### config.mk
export PLATFORM = sky130hd
export DESIGN_NAME = dlf_emit
export DESIGN_NICKNAME = d
export VERILOG_FILES = /design/src/design/dlf_pkg.sv /design/src/design/dlf_emit.sv
export SDC_FILE = /design/constraint.sdc
export NUM_CORES = 1
export LEC_CHECK = 0
export BUFFER_PORTS_ARGS = -buffer_cell sky130_fd_sc_hd__clkbuf_2
export CAP_MARGIN = 30
export CELL_PAD_IN_SITES_DETAIL_PLACEMENT = 1
export CELL_PAD_IN_SITES_GLOBAL_PLACEMENT = 2
export CORE_ASPECT_RATIO = 2
export CORE_MARGIN = 2
export CORE_UTILIZATION = 30
export DETAILED_ROUTE_END_ITERATION = 16
export PLACE_DENSITY = 0.77
export RECOVER_POWER = 100
export SYNTH_ARGS = -nofsm -noshare
export SYNTH_HDL_FRONTEND = slang
export SYNTH_SLANG_ARGS = --single-unit
### constraint.sdc
create_clock -name clock -period 10.6 [get_ports clock]
set_clock_uncertainty 0.1 [all_clocks]
set_input_delay 2.12 -clock clock [delete_from_list [all_inputs] [get_ports clock]]
set_output_delay 2.12 -clock clock [all_outputs]
set_load 0.01 [all_outputs]
### src/design/dlf_pkg.sv
// ----------------------------------------------------------------------------
// dlf_pkg - shared types and arithmetic for the dense layer forward block
// Field widths, command codes, the control structs passed between the
// sequencer and its datapath units, and the saturating arithmetic.
// ----------------------------------------------------------------------------
package dlf_pkg;

   localparam int VALUE_W         = 16;  // Q8.8 weight, bias, activation
   localparam int INDEX_W         = 6;   // in_index, out_index, result_index
   localparam int SIZE_W          = 7;   // out_size register
   localparam int PROD_W          = 32;  // Q16.16 product
   localparam int ACC_W           = 40;  // accumulator
   localparam int RESULT_W        = 32;  // Q16.16 result
   localparam int INDEX_LIMIT     = 64;  // rows addressable by in_index
   localparam int MAX_INPUTS_DEF  = 64;
   localparam int MAX_OUTPUTS_DEF = 64;

   localparam logic [SIZE_W-1:0] OUT_SIZE_RESET = 7'd64;

   typedef enum logic [1:0] {
      CMD_WEIGHT = 2'd0,
      CMD_BIAS   = 2'd1,
      CMD_ACT    = 2'd2
   } cmd_type;

   // sequencer -> MAC unit
   typedef struct packed {
      logic                       start;
      logic signed [VALUE_W-1:0]  value;
      logic [INDEX_W-1:0]         row;
      logic [INDEX_W-1:0]         last_idx;
   } mac_cmd_type;

   // sequencer -> result unit
   typedef struct packed {
      logic               start;
      logic [INDEX_W-1:0] last_idx;
   } emit_cmd_type;

   // MAC unit -> accumulator memory write port
   typedef struct packed {
      logic                     en;
      logic [INDEX_W-1:0]       addr;
      logic signed [ACC_W-1:0]  data;
   } acc_wr_type;

   typedef struct packed {
      logic signed [RESULT_W-1:0] value;
      logic                       sat;
   } result_type;

   // acc + prod, clipped to the signed ACC_W range
   function automatic logic signed [ACC_W-1:0] acc_add_sat(
      input logic signed [ACC_W-1:0]  acc,
      input logic signed [PROD_W-1:0] prod
   );
      logic signed [ACC_W:0] sum;
      logic signed [ACC_W-1:0] res;
      sum = {acc[ACC_W-1], acc} + {{(ACC_W+1-PROD_W){prod[PROD_W-1]}}, prod};
      if (sum[ACC_W] != sum[ACC_W-1]) begin
         res = sum[ACC_W] ? {1'b1, {(ACC_W-1){1'b0}}} : {1'b0, {(ACC_W-1){1'b1}}};
      end else begin
         res = sum[ACC_W-1:0];
      end
      return res;
   endfunction

   // acc + (bias << 8), clipped to the signed RESULT_W range
   function automatic result_type add_bias_clip(
      input logic signed [ACC_W-1:0]   acc,
      input logic signed [VALUE_W-1:0] bias
   );
      logic signed [ACC_W:0] sum;
      result_type res;
      sum = {acc[ACC_W-1], acc}
          + {{(ACC_W+1-VALUE_W-8){bias[VALUE_W-1]}}, bias, 8'd0};
      if ((sum[ACC_W:RESULT_W-1] == '0) || (sum[ACC_W:RESULT_W-1] == '1)) begin
         res.value = sum[RESULT_W-1:0];
         res.sat   = 1'b0;
      end else begin
         res.value = sum[ACC_W] ? {1'b1, {(RESULT_W-1){1'b0}}}
                                : {1'b0, {(RESULT_W-1){1'b1}}};
         res.sat   = 1'b1;
      end
      return res;
   endfunction

endpackage

### src/design/dlf_emit.sv
// ----------------------------------------------------------------------------
// dlf_emit - result sweep at row end
// Reads accumulator and bias per output, adds and clips, and feeds the
// result register. One read is kept in flight; the RAM output register
// holds it while the result register is blocked.
// ----------------------------------------------------------------------------
module dlf_emit #(
   parameter int AW_OUT = 6
) (
   input  logic                                 clock,
   input  logic                                 reset,
   input  dlf_pkg::emit_cmd_type                cmd,
   output logic                                 busy,
   output logic                                 rd_en,
   output logic [AW_OUT-1:0]                    rd_addr,
   input  logic signed [dlf_pkg::ACC_W-1:0]     acc_data,
   input  logic signed [dlf_pkg::VALUE_W-1:0]   bias_data,
   output logic                                 rsp_valid,
   input  logic                                 rsp_ready,
   output logic [dlf_pkg::INDEX_W-1:0]          rsp_result_index,
   output logic signed [dlf_pkg::RESULT_W-1:0]  rsp_result_value,
   output logic                                 rsp_result_last,
   output logic                                 rsp_saturated
);

   localparam int IW = dlf_pkg::INDEX_W;

   logic                                busy_ff;
   logic                                more_ff;
   logic [AW_OUT-1:0]                   rd_idx_ff;
   logic [AW_OUT-1:0]                   last_ff;
   logic                                pend_ff;
   logic [AW_OUT-1:0]                   pend_idx_ff;
   logic                                rsp_valid_ff;
   logic [IW-1:0]                       rsp_index_ff;
   logic signed [dlf_pkg::RESULT_W-1:0] rsp_value_ff;
   logic                                rsp_last_ff;
   logic                                rsp_sat_ff;

   logic                 load;
   logic                 issue;
   logic                 pend_last;
   dlf_pkg::result_type  res;

   assign load      = pend_ff && (!rsp_valid_ff || rsp_ready);
   assign issue     = more_ff && (!pend_ff || load);
   assign pend_last = (pend_idx_ff == last_ff);
   assign res       = dlf_pkg::add_bias_clip(acc_data, bias_data);

   always_ff @(posedge clock) begin
      if (reset) begin
         busy_ff      <= 1'b0;
         more_ff      <= 1'b0;
         pend_ff      <= 1'b0;
         rsp_valid_ff <= 1'b0;
      end else begin
         if (cmd.start) begin
            busy_ff <= 1'b1;
            more_ff <= 1'b1;
         end else begin
            if (issue && (rd_idx_ff == last_ff)) begin
               more_ff <= 1'b0;
            end
            if (load && pend_last) begin
               busy_ff <= 1'b0;
            end
         end
         pend_ff <= issue | (pend_ff & ~load);
         if (load) begin
            rsp_valid_ff <= 1'b1;
         end else if (rsp_ready) begin
            rsp_valid_ff <= 1'b0;
         end
      end
   end

   always_ff @(posedge clock) begin
      if (cmd.start) begin
         rd_idx_ff <= '0;
         last_ff   <= cmd.last_idx[AW_OUT-1:0];
      end else if (issue) begin
         rd_idx_ff <= rd_idx_ff + 1'b1;
      end
      if (issue) begin
         pend_idx_ff <= rd_idx_ff;
      end
      if (load) begin
         rsp_index_ff <= IW'(pend_idx_ff);
         rsp_value_ff <= res.value;
         rsp_last_ff  <= pend_last;
         rsp_sat_ff   <= res.sat;
      end
   end

   assign busy             = busy_ff;
   assign rd_en            = issue;
   assign rd_addr          = rd_idx_ff;
   assign rsp_valid        = rsp_valid_ff;
   assign rsp_result_index = rsp_index_ff;
   assign rsp_result_value = rsp_value_ff;
   assign rsp_result_last  = rsp_last_ff;
   assign rsp_saturated    = rsp_sat_ff;

endmodule

==> results.txt, run 1 <==
Port Buf Inserts: 114
Crit path max-delay family: compound AO/OA/AOI/OAI gates
status: complete, but fails checks
Clock Tree Root: clkbuf_16
worst skew pair latency: 0.33 ns
initial antenna violation count: 0
Initial DRT Pass Iterations: 4
Main synth FF type: edfxtp_1
GRT Overall Usage: 0.1766
# rows: 61
Final Slew Violations: 64
Crit path arrival time: 6.53 ns
CTS Sinks: 62
via count: 3885
fin worst setup slack: 3.965 ns
VDD IR-drop max: 58.88 uV
worst r2r src: rsp_valid
Post-synth EDFFs: 52
period utilisation layout: 0.6260
H-Tree Depth: 3
worst path required time: 10.49 ns
Initial Utilization: 0.3064
worst slew pin tran: 1.909 ns
Crit path buffers/inverters: 1
min Tclk post-route: 6.635 ns
Util after Layout: 0.3761
total wire length: 13.46 mm
Max-Cap Viols: 2
vias in the first global route: 4074
largest family of logic cells by synthesized area: compound AO/OA/AOI/OAI gates
post-synthesis compound-gate area fraction: 0.2205
DIE AREA: 0.01521 mm^2
Layout Cells excl Fill: 746
cts bufs inserted: 9
Rel. slew slack: -0.2727
Synth area leaders: edfxtp_1 37%, ha_1 9.7%, o21ai_0 5.3%
#FFs+latches synth: 62
setup tns final: 0 ns
Final ANT Viol Nets: 0
Worst Hold Slack: 0.3707 ns
Max Freq: 0.1507 GHz
slowest stage cell, crit path: a21oi_1
drt drc: 0
worst setup path category: in2reg
Post-Synth Adder-Cell Area: 0.1017
CTS tree: built
post-synthesis xor/xnor area fraction: 0.08436
Vias per Instance: 5.208
Crit. Startpoint: bias_data[15]
first-pass GRT wire length: 20.62 mm
Synth Warn #: 0
Die Span Y: 172.5 um
synthesized cell area: 0.004257 mm^2
GP Congestion: 0.8764
area grow syn2layout: 22.72%
share of cells above drive strength 1: 0.1508
n_diodes: 0
Post-Syn Nets: 537
RSZ-0062 raised after global routing: no
asr flop ratio synth: 0
Syn Inst Count: 437
largest net degree at the start of global routing: 37
post_cts resized: 0
hold buffers post-CTS: 0
Worst Setup End Kind: flip-flop
CP cell instances: clkbuf_1, ha_1, a21oi_1, o21ai_0, a21o_1, a211o_1, a41oi_1, xor2_1, nor4_4, a21oi_1, o21ai_0
number of post-CTS setup repair buffers: 0
Clock Path Buffers: 2
worst-path fanout max: 26
HP Start: pend_idx_ff[1]
failing checks: capacitance limit, slew limit
clock-pin slew of the registers on the worst-case setup and hold paths: 0.05 ns
startpoint types: input pin
worst hold path class: reg2reg
HPWL after DPL: 11.09 mm
initial drt markers: 147
total global routing overflow: 0
Cell Pwr Density: 148.1 mW/mm^2
top cell type's share of synthesized area: 0.3668
Netlist cell types: 59
cell taking the most area after synthesis: edfxtp_1
syn avg cell area: 9.740 um^2
LEAKAGE: 2.021 nW
Die Wd: 88.23 um
placed insts: 730
pre-CTS setup slack: 4.463 ns
Simple-Gate Fraction of Synth Area: 0.1423
Ports: 115
# setup viols final: 0
register area share after synthesis: 0.4139
Hold Vio Cnt, Final: 0
Worst path max stage delay: 1.26 ns
Core Area: 0.01389 mm^2
routed len/inst: 18.04 um
mux share of post-synthesis cell area: 0.007349
Nets: 652
## state kept, by name, summed over array words and instances, names as in the netlist
signal            cells
rsp_result_last       1
rd_addr               6
last_ff               6
pend_idx_ff           6
busy                  1
rsp_result_index      6
more_ff               1
rsp_valid             1
pend_ff               1
rsp_saturated         1
rsp_result_value     32
## final timing paths
| kind | end | slack [ns] | depth (start not counted) |
|---|---|---|---|
| hold / removal | rsp_result_index[1] | 0.37 | 0 |
| setup reg to reg | rsp_result_value[16] | 7.74 | 3 |
| hold reg to reg | rsp_result_index[1] | 0.37 | 0 |
| setup / recovery | rsp_result_value[20] | 3.96 | 11 |
## layout make-up
cell class,instances,area [um^2]
multi-input cells,346,2360
repair buffers,115,506.7
fillers,1660,8667
clock inverters,6,62.56
inverters,18,67.56
flip-flops and latches,62,1762
clock buffers,10,229.0
well taps,189,236.5
## per-stage QoR
stage / power [W] / cell area (um^2)
after detailed placement: 0.0004997 / 5031
after global placement: 0.0004922 / 5011
after global routing: 0.0008098 / 5224
final: 0.0007739 / 5224
after floorplan: 0.0004302 / 4257
after CTS: 0.0007859 / 5323
## cell usage in the layout (no fill, tap or decap), drive strengths merged, types with 4 or more instances in the layout
cell type,instances
a211o,4
a211oi,4
a21o,13
a21oi,44
a31oi,5
and2,4
and3,4
clkbuf,125
clkinv,4
dfxtp,10
edfxtp,52
ha,33
inv,17
nand2,30
nand3,14
nand4,10
nor2,26
nor2b,5
nor3,11
nor4,6
o211ai,7
o21ai,52
xnor2,19
xor2,22
## worst reg2reg max path, cell delays in order (launching register included)
cell      delay [ns]
dfxtp_1         0.30
nor2b_1         0.16
nor2b_1         0.44
clkbuf_1        1.42
## synthesized netlist by cell type, drive strengths merged, types with 3 or more instances
master and n:
and3 4, inv 17, a21o 13, a211o 4
nor3 11, xor2 22, nor2 26, xnor2 19
clkbuf 8, dfxtp 10, nor2b 5, a211oi 4
o21ai 52, a21oi 44, buf 3, ha 33
a31oi 5, edfxtp 52, nor4 6, nand3 14
o211ai 7, and2 4, nand2 30, nand4 10
## layer usage
| layer | vias up | routed length, um | global-route usage |
|---|---|---|---|
| met5 | - | 0 | 0 |
| met4 | 0 | 389 | 0.07708 |
| met3 | 20 | 493 | 0.01862 |
| met2 | 100 | 7799 | 0.3557 |
| met1 | 1884 | 4774 | 0.1714 |
| li1 | 1881 | - | - |
## logic make-up after synthesis
kind of cell,Yosys count
multiplexers,3
buffers and inverters,29
AND/OR/NAND/NOR,119
flip-flops,62
AO/OA/AOI/OAI,149
XOR/XNOR,41
adder cells (fa/ha/maj),34
## report_power, final
group / total [W] / switching [W] / internal [W]
Sequential: 0.000291 / 0.00000709 / 0.000284
Clock: 0.000284 / 0.000103 / 0.000181
Combinational: 0.000200 / 0.000128 / 0.0000717
Total: 0.000774 / 0.000238 / 0.000536
Note: power is estimated with default switching activity, not from simulation.
==> run 2: changes to the inputs <==
- clock period: 10.6 -> 6.5 ns (I/O delays scaled with it)
==> run 2 against run 1 <==
First-iteration DRC count grew 5.4%. Global-route usage grew 0.082 points. Non-clock buffer count is the same. Via count shrank 0.44%. Sequential share of layout area shrank 0.12 points. The run still ends with capacitance limit, slew limit left. Final cell count is the same. Highest routed layer unchanged.
==> results.txt, run 2 (synthesis results as in run 1) <==
clock-pin slew of the registers on the worst-case setup and hold paths: 0.06 ns
flop2flop setup slack: 3.61 ns
period utilisation layout: 0.8119
n_diodes: 0
area grow syn2layout: 23.16%
Initial Utilization: 0.3064
worst hold path class: reg2reg
failing checks: capacitance limit, slew limit
startpoint types: input pin
CTS tree: built
H-Tree Depth: 3
Crit. Startpoint: bias_data[15]
first-pass GRT wire length: 20.56 mm
pre-CTS setup slack: 1.238 ns
Hold Vio Cnt, Final: 0
Max-Cap Viols: 1
crit path to: rsp_result_value[16]
total global routing overflow: 0
DIE AREA: 0.01521 mm^2
Largest register FFs: 32
routed len/inst: 18.08 um
share of cells above drive strength 1: 0.1598
worst path required time: 6.42 ns
Ports: 115
Initial DRT Pass Iterations: 4
Worst path max stage delay: 0.62 ns
RR Endpoint: rsp_result_value[3]
slowest stage cell, crit path: clkbuf_1
worst setup path category: in2reg
Port Buf Inserts: 114
Rel. slew slack: -0.2759
worst slew pin tran: 1.914 ns
vias in the first global route: 4127
worst skew pair latency: 0.33 ns
fin worst setup slack: 1.222 ns
Die Wd: 88.23 um
R2R depth: 3
drt drc: 0
# setup viols final: 0
RSZ-0062 raised after global routing: no
total wire length: 13.49 mm
VDD IR-drop max: 123.6 uV
Crit path arrival time: 5.20 ns
Cell Pwr Density: 245.3 mW/mm^2
cts bufs inserted: 9
Core Area: 0.01389 mm^2
Worst Setup End Kind: flip-flop
commonest non-fill, non-tap cell in the layout: clkbuf_2
Die Span Y: 172.5 um
CTS Sinks: 62
worst-path fanout max: 26
CP cell instances: clkbuf_1, ha_1, a21oi_1, o21ai_0, a21o_1, a211o_1, a41oi_1, xor2_1, nand4_1, o21ai_4, o21ai_0
Clock Tree Root: clkbuf_16
# rows: 61
setup tns final: 0 ns
Vias per Instance: 5.185
GRT Overall Usage: 0.1774
Layout Cells excl Fill: 746
# fillers: 1690
min Tclk post-route: 5.278 ns
placed insts: 730
commonest non-fill, non-tap cells in the layout: 63 x clkbuf_2, 52 x clkbuf_1, 52 x edfxtp_1
number of post-CTS setup repair buffers: 0
initial drt markers: 155
most frequent CP cell: o21ai_0
via count: 3868
worst r2r src: rsp_valid
Final ANT Viol Nets: 0
Util after Layout: 0.3774
initial antenna violation count: 0
HPWL after DPL: 11.15 mm
Nets: 652
status: complete, but fails checks
Clock Path Buffers: 2
post_cts resized: 0
Max Freq: 0.1895 GHz
Final Slew Violations: 37
hold buffers post-CTS: 0
GP Congestion: 0.8763
LEAKAGE: 2.028 nW
largest net degree at the start of global routing: 37
## run 2: cell count changes in the layout (fill, tap and decap cells not counted), sizes merged
cell and change:
clkinvlp +1, clkinv -2, inv +1
## run 2: power breakdown
group	switching [W]	internal (W)	leakage, nW
combinational	0.000207	0.000117	1.33
sequential	0.0000116	0.000462	0.557
clock	0.000179	0.000309	0.141
total	0.000398	0.000888	2.03
## run 2: per-stage QoR
step	instance area, um^2	power [W]	hold WS (ns)
6_report	5243	0.001286	0.3755
5_1_grt	5243	0.001345	0.3882
4_1_cts	5340	0.001302	0.3774
3_5_place_dp	5031	0.0008145	0.3646
3_3_place_gp	5011	0.0008027	0.3558
2_1_floorplan	4257	0.0007016	0.3476
## run 2: layout make-up
class | count | area (um^2) | share of cell area
Multi-Input combinational cell | 346 | 2357 | 0.4496
Timing Repair Buffer | 115 | 510.5 | 0.09737
Clock buffer | 10 | 239.0 | 0.04558
Clock inverter | 6 | 70.07 | 0.01337
Inverter | 18 | 67.56 | 0.01289
Sequential cell | 62 | 1762 | 0.3360
Tap cell | 189 | 236.5 | 0.04511
## run 2: per-layer routing
metal | wire (um) | global-route usage | vias to the layer above
met5 | 0 | 0 | -
met4 | 631 | 0.1041 | 0
met3 | 539 | 0.02005 | 31
met2 | 7677 | 0.3488 | 114
met1 | 4638 | 0.1671 | 1841
li1 | - | - | 1882
## run 2: worst min path at each step
stage / depth (start not counted) / startpoint / endpoint / slack [ns]
6_report: 0 / pend_idx_ff[0] / rsp_result_index[0] / 0.38
5_1_grt: 0 / pend_idx_ff[5] / rsp_result_index[5] / 0.39
4_1_cts: 0 / pend_idx_ff[3] / rsp_result_index[3] / 0.38
3_5_place_dp: 0 / pend_idx_ff[0] / rsp_result_index[0] / 0.36
3_3_place_gp: 0 / pend_idx_ff[3] / rsp_result_index[3] / 0.36
2_1_floorplan: 0 / pend_idx_ff[0] / rsp_result_index[0] / 0.35
## run 2: worst max-delay path: cells and delay by family
kind	cells	cell delay (ns)
simple gates	1	0.41
compound gates	7	2.08
fa+ha+maj	1	0.44
xor+xnor	1	0.32
buf+inv	1	0.62
