<file path="src/design/dlf_pkg.sv">
// ----------------------------------------------------------------------------
// dlf_pkg - shared types and arithmetic for the dense layer forward block
// Field widths, command codes, the control structs passed between the
// sequencer and its datapath units, and the saturating arithmetic.
// ----------------------------------------------------------------------------
package dlf_pkg;

   localparam int VALUE_W         = 16;  // Q8.8 weight, bias, activation
   localparam int INDEX_W         = 6;   // in_index, out_index, result_index
   localparam int SIZE_W          = 7;   // out_size register
   localparam int PROD_W          = 32;  // Q16.16 product
   localparam int ACC_W           = 40;  // accumulator
   localparam int RESULT_W        = 32;  // Q16.16 result
   localparam int INDEX_LIMIT     = 64;  // rows addressable by in_index
   localparam int MAX_INPUTS_DEF  = 64;
   localparam int MAX_OUTPUTS_DEF = 64;

   localparam logic [SIZE_W-1:0] OUT_SIZE_RESET = 7'd64;

   typedef enum logic [1:0] {
      CMD_WEIGHT = 2'd0,
      CMD_BIAS   = 2'd1,
      CMD_ACT    = 2'd2
   } cmd_type;

   // sequencer -> MAC unit
   typedef struct packed {
      logic                       start;
      logic signed [VALUE_W-1:0]  value;
      logic [INDEX_W-1:0]         row;
      logic [INDEX_W-1:0]         last_idx;
   } mac_cmd_type;

   // sequencer -> result unit
   typedef struct packed {
      logic               start;
      logic [INDEX_W-1:0] last_idx;
   } emit_cmd_type;

   // MAC unit -> accumulator memory write port
   typedef struct packed {
      logic                     en;
      logic [INDEX_W-1:0]       addr;
      logic signed [ACC_W-1:0]  data;
   } acc_wr_type;

   typedef struct packed {
      logic signed [RESULT_W-1:0] value;
      logic                       sat;
   } result_type;

   // acc + prod, clipped to the signed ACC_W range
   function automatic logic signed [ACC_W-1:0] acc_add_sat(
      input logic signed [ACC_W-1:0]  acc,
      input logic signed [PROD_W-1:0] prod
   );
      logic signed [ACC_W:0] sum;
      logic signed [ACC_W-1:0] res;
      sum = {acc[ACC_W-1], acc} + {{(ACC_W+1-PROD_W){prod[PROD_W-1]}}, prod};
      if (sum[ACC_W] != sum[ACC_W-1]) begin
         res = sum[ACC_W] ? {1'b1, {(ACC_W-1){1'b0}}} : {1'b0, {(ACC_W-1){1'b1}}};
      end else begin
         res = sum[ACC_W-1:0];
      end
      return res;
   endfunction

   // acc + (bias << 8), clipped to the signed RESULT_W range
   function automatic result_type add_bias_clip(
      input logic signed [ACC_W-1:0]   acc,
      input logic signed [VALUE_W-1:0] bias
   );
      logic signed [ACC_W:0] sum;
      result_type res;
      sum = {acc[ACC_W-1], acc}
          + {{(ACC_W+1-VALUE_W-8){bias[VALUE_W-1]}}, bias, 8'd0};
      if ((sum[ACC_W:RESULT_W-1] == '0) || (sum[ACC_W:RESULT_W-1] == '1)) begin
         res.value = sum[RESULT_W-1:0];
         res.sat   = 1'b0;
      end else begin
         res.value = sum[ACC_W] ? {1'b1, {(RESULT_W-1){1'b0}}}
                                : {1'b0, {(RESULT_W-1){1'b1}}};
         res.sat   = 1'b1;
      end
      return res;
   endfunction

endpackage

</file>
<file path="src/design/dlf_mac.sv">
// ----------------------------------------------------------------------------
// dlf_mac - multiply-accumulate sweep over one weight row
// Walks the outputs in use one per cycle: read weight and accumulator,
// multiply, then add with saturation and write the accumulator back.
// ----------------------------------------------------------------------------
module dlf_mac #(
   parameter int AW_IN  = 6,
   parameter int AW_OUT = 6
) (
   input  logic                                clock,
   input  logic                                reset,
   input  dlf_pkg::mac_cmd_type                cmd,
   output logic                                busy,
   output logic                                rd_en,
   output logic [AW_IN+AW_OUT-1:0]             w_addr,
   output logic [AW_OUT-1:0]                   acc_addr,
   input  logic signed [dlf_pkg::VALUE_W-1:0]  w_data,
   input  logic signed [dlf_pkg::ACC_W-1:0]    acc_data,
   output dlf_pkg::acc_wr_type                 acc_wr
);

   localparam int IW = dlf_pkg::INDEX_W;

   logic                              issue_ff;
   logic [AW_OUT-1:0]                 idx_ff;
   logic [AW_OUT-1:0]                 last_ff;
   logic [AW_IN-1:0]                  row_ff;
   logic signed [dlf_pkg::VALUE_W-1:0] value_ff;
   logic                              s1_vld_ff;
   logic [AW_OUT-1:0]                 s1_idx_ff;
   logic                              s2_vld_ff;
   logic [AW_OUT-1:0]                 s2_idx_ff;
   logic signed [dlf_pkg::PROD_W-1:0] prod_ff;
   logic signed [dlf_pkg::ACC_W-1:0]  acc_q_ff;

   always_ff @(posedge clock) begin
      if (reset) begin
         issue_ff  <= 1'b0;
         s1_vld_ff <= 1'b0;
         s2_vld_ff <= 1'b0;
      end else begin
         if (cmd.start) begin
            issue_ff <= 1'b1;
         end else if (issue_ff && (idx_ff == last_ff)) begin
            issue_ff <= 1'b0;
         end
         s1_vld_ff <= issue_ff;
         s2_vld_ff <= s1_vld_ff;
      end
   end

   always_ff @(posedge clock) begin
      if (cmd.start) begin
         idx_ff   <= '0;
         last_ff  <= cmd.last_idx[AW_OUT-1:0];
         row_ff   <= cmd.row[AW_IN-1:0];
         value_ff <= cmd.value;
      end else if (issue_ff) begin
         idx_ff <= idx_ff + 1'b1;
      end
      s1_idx_ff <= idx_ff;
      s2_idx_ff <= s1_idx_ff;
      prod_ff   <= value_ff * w_data;   // Q8.8 x Q8.8 -> Q16.16
      acc_q_ff  <= acc_data;
   end

   assign busy     = issue_ff | s1_vld_ff | s2_vld_ff;
   assign rd_en    = issue_ff;
   assign w_addr   = {row_ff, idx_ff};
   assign acc_addr = idx_ff;

   assign acc_wr.en   = s2_vld_ff;
   assign acc_wr.addr = IW'(s2_idx_ff);
   assign acc_wr.data = dlf_pkg::acc_add_sat(acc_q_ff, prod_ff);

endmodule

</file>
<file path="config.mk">
export PLATFORM = sky130hd
export DESIGN_NAME = dlf_mac
export DESIGN_NICKNAME = d
export VERILOG_FILES = /design/src/design/dlf_pkg.sv /design/src/design/dlf_mac.sv
export SDC_FILE = /design/constraint.sdc
export NUM_CORES = 1
export LEC_CHECK = 0
export BUFFER_PORTS_ARGS = -buffer_cell sky130_fd_sc_hd__buf_2
export CAP_MARGIN = 20
export CORE_ASPECT_RATIO = 2
export CORE_MARGIN = 2
export CORE_UTILIZATION = 35
export CTS_CLUSTER_DIAMETER = 50
export CTS_CLUSTER_SIZE = 14
export DETAILED_ROUTE_END_ITERATION = 12
export PLACE_DENSITY = 0.49
export SYNTH_ARGS = -nofsm -noshare
export SYNTH_HDL_FRONTEND = slang
export SYNTH_SLANG_ARGS = --single-unit
</file>
<file path="constraint.sdc">
create_clock -name clock -period 11.1 [get_ports clock]
set_clock_uncertainty 0.05 [all_clocks]
set_input_delay 0 -clock clock [delete_from_list [all_inputs] [get_ports clock]]
set_output_delay 0 -clock clock [all_outputs]
set_load 0.02 [all_outputs]
</file>
==> impl_results.md, run 1 <==
- Mapped cell area: between 0.015 and 0.02 mm²
- Top delay family on crit path: adder cells
- Top_reg_cell synth: dfxtp_1
- Unique masters post-synth: between 70 and 80
- Period minus WS final: between 6 and 7 ns
- Area Growth Syn to Fin: 15.9%
- Crit path kind: flop to flop
- R2R setup slack: ~4.5 ns
- Syn avg cell area: roughly 9.4 µm²
- Max stage delay on crit path: 0.92 ns
- Count of flip-flops with a built-in enable after synthesis: 28
- Top-area cell type share of the netlist area: around 34%
- Setup violators final: 0
- Max-slew violations: 0
- Ys Warns: 0
- I/O Pins: 154
- Setup TNS: 0 ns
- Root buf cell: clkbuf_16
- HP Start: cmd[28]
- Hold_buf cts: 70
- Vias: 11800
- Clk sink count: around 120
- Critical path, cell by cell: nand2_1, inv_1, fa_1, fa_1, fa_1, fa_1, fa_1, inv_1, fa_1, inv_1, ha_1, or2_2, nand2_1, o211a_1, o211ai_1, nor3b_1, o221ai_1, a21oi_1, xnor2_1
- Clock-pin slew on the worst setup and hold paths: ~0.07 ns
- Die area: about 0.046 mm²
- Finished Layout Cells: 2406
- Antenna violations before repair: 0
- GRT Resource Usage Total: about a fifth
- H-tree level count: 4
- Seq/Total Area, Yosys: between 10% and 20%
- Post-CTS Repair Setup Buffers: 0
- First-pass GRT wire length: between 70000 and 80000 µm
- Resized Gates After CTS: 0
- Drt first-iter violations: around 360
- Vias per inst: about 4.9
- Hold Path End: acc_addr[3]
- Synth Instances: about 1700
- Max Cap Viol: 0
- R2R depth: 19
- #FFs+latches synth: approximately 120
- Data arrival time of the critical path: approximately 7 ns
- Commonest cells in the netlist: inv_1, fa_1, nand2_1, ha_1, and2_1
- WL/cell: between 15 and 20 µm
- CTS tree: built
- Synth async-reset ratio: 0%
- Row cnt: 109
- RSZ-0062 raised after global routing: no
- Initial Utilization: between 30% and 40%
- Final Hold Fails: 0
- Largest net degree at the start of global routing: 37
- DR pass1 iterations: 5
- Startpoint Class: flop
- DP Wirelength: about 37000 µm
- Top cells by area, synth: fa_1, dfxtp_1, ha_1, inv_1, edfxtp_1
- HP Class: input pin to flop
- Syn nets: about 2100
- Largest fanout on the critical path: 16
- ANT nets after route: 0
- Nets: 2311
- CP required: 11.37 ns
- Synth area leader: fa_1
- Critical R2R Launch: value_ff[15]
- Buf/Inv on CP: 3
- Max Freq: 152 MHz
- CP max-delay cell: fa_1
- CP most frequent cell: fa_1
- Crit. End Element: flop
- Total area of sequential cells: 0.00270 mm²
- Slew Limit Headroom: 37.2%
- Most common cell in the synthesized netlist: inv_1
- Die Wd: 153 µm
- Layout cells sized above 1: 11.0%
- Worst skew pair latency: about 0.45 ns
- Remaining Overflow, GRT: 0
- Clock tree buffer depth: 2
- Worst Hold Depth: 2
- Port buffer count: 153
- Vias in the first global route: between 10000 and 15000
- Reg2reg end: prod_ff[31]
- Worst slew pin tran: 0.938 ns
- CTS buffer count: 17
- Core region area: 0.0441 mm²
- Antenna Diode Count: 0
- Status: complete, no violations
- Final WL: 44700 µm
- DRC viols: 0
- Filler cells: ~4500
- Routability congestion estimate from global placement: ~0.87
- Die height: 302 µm
- Final worst path period share: between 50% and 60%
- Inst Count DP: 2304
- Area taken by multi-input logic gates: roughly 0.011 mm²
area by class of cell:
cell class / count / share of cell area [%]
multi-input cells: 1166 / 63.2
flip-flops and latches: 121 / 15.0
repair buffers: 224 / 8.19
inverters: 308 / 6.42
well taps: 555 / 3.86
clock buffers: 18 / 2.50
clock inverters: 14 / 0.834
placed cells by master (no fill, tap or decap), types with 10 or more instances in the layout:
cell type	n
inv_1	308
and3_1	12
nand2_1	170
edfxtp_1	28
o21ai_1	11
nand3_1	17
xor2_1	20
clkbuf_16	18
dlygate4sd3_1	70
fa_1	263
a211oi_1	11
nand2b_1	11
a21o_1	19
xnor2_1	52
a21oi_1	91
buf_2	153
dfxtp_1	93
and2_1	119
nand4_1	13
nor2_1	64
ha_1	123
o211ai_1	13
o21ai_0	44
nor3_1	10
worst max path at each step:
stage / from / endpoint / slack [ns] / cells after the start
detailed placement: value_ff[15] / prod_ff[31] / 4.50 / 19
CTS: value_ff[7] / prod_ff[22] / 4.47 / 21
finish: value_ff[15] / prod_ff[31] / 4.54 / 19
global placement: value_ff[15] / prod_ff[31] / 4.59 / 19
global route: value_ff[15] / prod_ff[30] / 4.16 / 19
floorplan: value_ff[15] / prod_ff[30] / 5.12 / 19
layer usage:
metal  GRT usage (%)  vias to the layer above  part of all wire, %
li1                -                     5603                    -
met1            18.9                     5841                   34
met2            41.2                      306                   57
met3            2.54                       98                  3.0
met4            11.2                        0                  5.4
met5               0                        -                    0
through the flow:
step | utilization, % | instance area, µm² | hold WS, ns | setup slack (ns)
3_3_place_gp | 37.9 | 16700 | 0.0521 | 4.59
2_1_floorplan | - | 15500 | -0.0223 | 5.12
5_1_grt | 40.9 | 18000 | 0.132 | 4.16
6_report | 40.9 | 18000 | 0.0903 | 4.54
4_1_cts | 40.9 | 18000 | 0.0741 | 4.47
3_5_place_dp | 37.9 | 16700 | 0.0537 | 4.50
sequential cells by signal, indices dropped and copies added, names as in the netlist, 6 cells and up:
signal and cells:
row_ff 6, prod_ff 32, value_ff 16, s1_idx_ff 6, acc_addr 6, acc_q_ff 40, s2_idx_ff 6, last_ff 6
kinds of logic after synthesis:
kind of cell / share of synthesized area, %
simple gates: 14.1
fa+ha+maj: 44.0
buf+inv: 9.40
compound gates: 11.0
flops: 17.4
xor+xnor: 4.06
mux: 0.129
Power of run 1 is left out: the tool's default activity adds up to more than one toggle a clock period on the data nets, which glitch-free logic cannot reach.
==> run 2: changes to the inputs <==
ABC_AREA = 1   (was default)
PLACE_DENSITY = 0.51   (was 0.49)
clock period = 5.5 ns   (was 11.1 ns; I/O delays follow)
==> impl_results.md, run 2 <==
- Status: complete, no violations
- Antenna violations before repair: 0
- Crit. End Element: flop
- Ys Warns: 0
- DRC viols: 0
- Final Hold Fails: 0
- GRT Resource Usage Total: between 20% and 30%
- DR pass1 iterations: 7
- Biggest regs: acc_q_ff: 40 flops, prod_ff: 32 flops, value_ff: 16 flops
- Routability congestion estimate from global placement: ~1
- Largest fanout on the critical path: 5
- Most frequent cells in the layout: nand2_1, inv_1, fa_1
- Synth Instances: between 2000 and 2500
- M1 WL: ~17000 µm
- First-pass GRT wire length: ~84000 µm
- Startpoint Class: flop
- Unique masters post-synth: between 40 and 50
- Vias per inst: around 4.7
- Largest net degree at the start of global routing: 40
- CP required: 5.77 ns
- Mapped cell area: between 0.015 and 0.02 mm²
- Compound-Gate Fraction of Synth Area: roughly 4.8%
- Xor and xnor area share after synthesis: 2.81%
- Drt first-iter violations: ~500
- Area Growth Syn to Fin: 27.1%
- Synth Area in Adders: between 40% and 50%
- Commonest non-fill, non-tap cell in the layout: nand2_1
- Count of flip-flops with a built-in enable after synthesis: 28
- Max Cap Viol: 0
- Setup violators final: 0
- Filler cells: slightly below 5000
- I/O Pins: 154
- Die Wd: between 150 and 200 µm
- Clock tree buffer depth: 2
- HP Class: input pin to flop
- Vias: 14800
- Simple-Gate Fraction of Synth Area: between 20% and 30%
- Worst skew pair latency: between 0.4 and 0.5 ns
- Remaining Overflow, GRT: 0
- Top-area cell type share of the netlist area: a little under a third
- Synth async-reset ratio: 0%
- H-tree level count: 4
- RSZ-0062 raised after global routing: yes
- Seq/Total Area, Yosys: 16.1%
- Row cnt: 113
- Combinational family with the most area after synthesis: adder cells
- Commonest cells in the netlist: nand2_1, inv_1, fa_1, ha_1, nor2_1
- Vias in the first global route: 16300
- CTS buffer count: 17
- Synth area leader: fa_1
- #FFs+latches synth: 121
- Core region area: between 0.04 and 0.05 mm²
- Top_reg_cell synth: dfxtp_1
- Met3 wire len: 1280 µm
- Syn nets: between 2000 and 3000
- Met2 wire len: 31200 µm
- Die height: ~310 µm
- Mux share of post-synthesis cell area: 0%
- Root buf cell: clkbuf_16
- Reg with most FFs: acc_q_ff
- Die area: approximately 0.050 mm²
- Period minus WS final: about 5.5 ns
- Max Freq: 182 MHz
- Clock-pin slew on the worst setup and hold paths: 0.07 ns
- Nets: ~3000
- CTS tree: built
- Port buffer count: roughly 150
- Top cells by area, synth: fa_1, nand2_1, inv_1, dfxtp_1, ha_1
- Max reg flops: 40
- Most common cell in the synthesized netlist: nand2_1
- Max-slew violations: 0
- ANT nets after route: 0
- Top routing layer in use: met4
- Final worst path period share: roughly 100%
- Antenna Diode Count: 0
- Final WL: roughly 53000 µm
- Crit path kind: flop to flop
- DP Wirelength: ~45000 µm
- Syn avg cell area: 7.62 µm²
- WL/cell: about 17 µm
- Slew Limit Headroom: between 40 and 50%
- Worst slew pin tran: 0.855 ns
- Clk sink count: between 100 and 150
- Data arrival time of the critical path: approximately 5.8 ns
- Initial Utilization: between 30 and 40%
- Final core utilization: a little under half
- Layout cells sized above 1: 21.7%
## run 2: cell types whose count changed after synthesis, moves of 12 or more
cell / change
nand2_1: +450
inv_1: +238
and2_1: -117
nor2_1: +54
xnor2_1: -33
nand3_1: +31
nand2_2: +27
clkbuf_1: +19
a21oi_1: -15
xor2_1: +15
nand4_1: +12
o211ai_1: -12
o21ai_0: -12
## run 2: kinds of logic (layout without fill, tap and decap cells)
| logic type | Yosys count | in the layout |
|---|---|---|
| AO/OA/AOI/OAI | 145 | 145 |
| XOR/XNOR | 54 | 54 |
| adder cells (fa/ha/maj) | 386 | 386 |
| buffers and inverters | 626 | 960 |
| flip-flops | 121 | 121 |
| AND/OR/NAND/NOR | 878 | 878 |
## run 2: layout make-up
cell class                      instances  area, µm²  area share [%]
Sequential cell                       121       2700            12.6
Timing Repair Buffer                  375       2790            13.1
Clock buffer                           17        425            1.99
Tap cell                              632        791            3.70
Multi-Input combinational cell       1463      12400            58.1
Clock inverter                         15        173           0.807
Inverter                              553       2080            9.73
## run 2: timing repair
item / CTS / global route
hold endpoints to repair: 72 / 0
gates resized for setup: 41 / 171
setup buffers: 13 / 28
hold buffers: 70 / 0
setup endpoints to repair: 13 / 18
pin swaps: 10 / 75
## run 2: per-stage QoR
stage	area, µm²	cells	worst slack, ns	TNS (ns)	hold slack, ns
after floorplan	16800	2210	0.0774	0	-0.0223
after global placement	19000	3034	-0.348	-1.37	0.0539
after detailed placement	19000	3034	-0.407	-1.90	0.0536
after CTS	20500	3149	-0.0474	-0.0474	0.0879
after global routing	21400	3176	-0.192	-1.14	0.121
final	21400	3176	0.0114	0	0.0940
## run 2: worst max-delay path, cell delays in order (launching register included)
cell	delay, ns
edfxtp_1	0.53
nand2_2	0.16
inv_2	0.06
fa_1	0.44
buf_6	0.16
fa_2	0.58
buf_4	0.11
fa_1	0.42
fa_1	0.51
fa_1	0.49
inv_1	0.05
fa_1	0.49
inv_2	0.05
ha_4	0.28
nand2_4	0.06
nor2_4	0.09
inv_2	0.05
nor2_4	0.15
nand4_1	0.21
nand3_2	0.20
a21oi_2	0.07
xnor2_1	0.13
## run 2: layer usage
| layer | global-route usage [%] | vias to the layer above |
|---|---|---|
| met2 | 46.2 | 365 |
| li1 | - | 7131 |
| met5 | 0 | - |
| met3 | 2.24 | 154 |
| met1 | 18.9 | 7134 |
| met4 | 13.8 | 0 |
## run 2: path summary, 6_finish.rpt
kind	slack, ns	startpoint	cells past startpoint	end
max	0.01	value_ff[15]	21	prod_ff[27]
min	0.09	cmd[28]	1	row_ff[2]
max reg2reg	0.01	value_ff[15]	21	prod_ff[27]
min reg2reg	0.28	s1_idx_ff[2]	0	s2_idx_ff[2]
Power of run 2 is left out for the same reason.
==> run 3: changes to the inputs <==
CTS_BUF_LIST = sky130_fd_sc_hd__clkbuf_4 sky130_fd_sc_hd__clkbuf_8   (was default)
==> impl_results.md, run 3 (same netlist as run 2, synthesis figures left out) <==
- Max Freq: roughly 180 MHz
- Remaining Overflow, GRT: 0
- Worst skew pair latency: about 0.5 ns
- Commonest non-fill, non-tap cell in the layout: nand2_1
- Area taken by multi-input logic gates: roughly 0.012 mm²
- DRC viols: 0
- Root buf cell: clkbuf_8
- DR pass1 iterations: 7
- Buf/Inv on CP: 6
- First-pass GRT wire length: ~84000 µm
- Top delay family on crit path: adder cells
- Critical R2R Launch: value_ff[15]
- Initial Utilization: 35.4%
- Drt first-iter violations: 520
- Hold Slack: 0.0389 ns
- Vias: approximately 15000
- Die area: approximately 0.050 mm²
- Crit path kind: flop to flop
- CTS tree: built
- Final Hold Fails: 0
- Vias per inst: about 4.6
- ANT nets after route: 0
- I/O Pins: between 150 and 200
- Setup TNS: -0.0118 ns
- Largest net degree at the start of global routing: 40
- GRT Resource Usage Total: 21.8%
- Clk sink count: ~120
- Area Growth Syn to Fin: 24.7%
- Design area: approximately 0.021 mm²
- Period minus WS final: 5.51 ns
- Antenna violations before repair: 1
- CP required: just under 6 ns
- HP Class: input pin to flop
- Status: finished, violations left
- RSZ-0062 raised after global routing: yes
- Clock tree buffer depth: 2
- Most frequent cells in the layout: nand2_1, inv_1, fa_1
- CP max-delay cell: edfxtp_1
- Critical path, cell by cell: nand2_2, inv_2, fa_1, buf_6, buf_4, fa_1, fa_2, fa_2, fa_1, inv_1, fa_1, inv_1, ha_4, nand2_2, nor2_2, inv_1, nor2_4, nand4_1, nand3_2, a21oi_2, xnor2_1
- H-tree level count: 4
- Placed Area: between 0.015 and 0.02 mm²
- Row cnt: about 110
- Reg with most FFs: acc_q_ff
- Max Cap Viol: 0
- Biggest regs: acc_q_ff: 40 flops, prod_ff: 32 flops, value_ff: 16 flops
- WL/cell: 16.8 µm
- Max reg flops: 40
- DP Wirelength: between 40000 and 50000 µm
- Clock-pin slew on the worst setup and hold paths: 0.10 ns
- Crit. End Element: flop
- Max-slew violations: 0
- Vias in the first global route: approximately 16000
- CTS buffer count: 17
- Total area of sequential cells: 0.00270 mm²
- Setup violators final: 1
- Worst slew pin tran: 0.856 ns
- Startpoint Class: flop
- Final worst path period share: 100%
- CP most frequent cell: fa_1
- Nets: 2990
- Crit path from: value_ff[15]
- Data arrival time of the critical path: roughly 6 ns
- Core region area: 0.0475 mm²
- Largest fanout on the critical path: 5
- Layout cells sized above 1: roughly a fifth
- Max stage delay on crit path: around 0.54 ns
- Slew Limit Headroom: 42.7%
- HP Start: cmd[28]
- Final WL: between 50000 and 60000 µm
- Port buffer count: around 150
- Failing checks: setup timing
- Worst Slack Setup Final: -0.0118 ns
- Die Wd: roughly 160 µm
- Die height: roughly 310 µm
- Routability congestion estimate from global placement: between 1 and 1.5
- Filler cells: approximately 4800
## run 3: repair_timing
| action | CTS | global route |
|---|---|---|
| endpoints found under the setup margin | 14 | 18 |
| hold endpoints to repair | 72 | 0 |
| buffers inserted | 13 | 14 |
| hold buffers | 70 | 0 |
| gates resized for setup | 42 | 128 |
| pin swaps | 10 | 47 |
## run 3: stage by stage
| stage | cells | utilization, % | setup slack, ns |
|---|---|---|---|
| 2_1_floorplan | 2210 | - | 0.0774 |
| 4_1_cts | 3149 | 42.9 | -0.0543 |
| 5_1_grt | 3163 | 44.2 | -0.176 |
| 3_5_place_dp | 3034 | 40.0 | -0.407 |
| 6_report | 3163 | 44.2 | -0.0118 |
| 3_3_place_gp | 3034 | 40.0 | -0.348 |
## run 3: worst paths after layout
path	end	slack (ns)	depth (start not counted)
hold / removal	row_ff[2]	0.04	1
setup reg to reg	prod_ff[27]	-0.01	21
hold reg to reg	s2_idx_ff[4]	0.29	0
setup / recovery	prod_ff[27]	-0.01	21
## run 3: worst reg2reg max path, stage by stage (launching register included)
cell	delay [ns]
edfxtp_1	0.54
nand2_2	0.16
inv_2	0.06
fa_1	0.48
buf_6	0.15
buf_4	0.13
fa_1	0.53
fa_2	0.47
fa_2	0.43
fa_1	0.52
inv_1	0.05
fa_1	0.47
inv_1	0.06
ha_4	0.29
nand2_2	0.08
nor2_2	0.12
inv_1	0.07
nor2_4	0.12
nand4_1	0.21
nand3_2	0.20
a21oi_2	0.08
xnor2_1	0.13
## run 3: layout make-up
type | count | share of cell area (%)
clock inverters | 15 | 0.822
multi-input cells | 1463 | 58.9
well taps | 632 | 3.77
repair buffers | 361 | 12.7
clock buffers | 17 | 1.11
diodes | 1 | 0.0119
inverters | 553 | 9.89
flip-flops and latches | 121 | 12.9
## run 3: per-layer routing
| layer | track usage (%) | part of all wire [%] |
|---|---|---|
| met5 | 0 | 0 |
| met4 | 14.1 | 6.7 |
| met3 | 2.23 | 2.4 |
| met2 | 45.9 | 59 |
| met1 | 18.8 | 32 |
Power of run 3 is left out for the same reason.
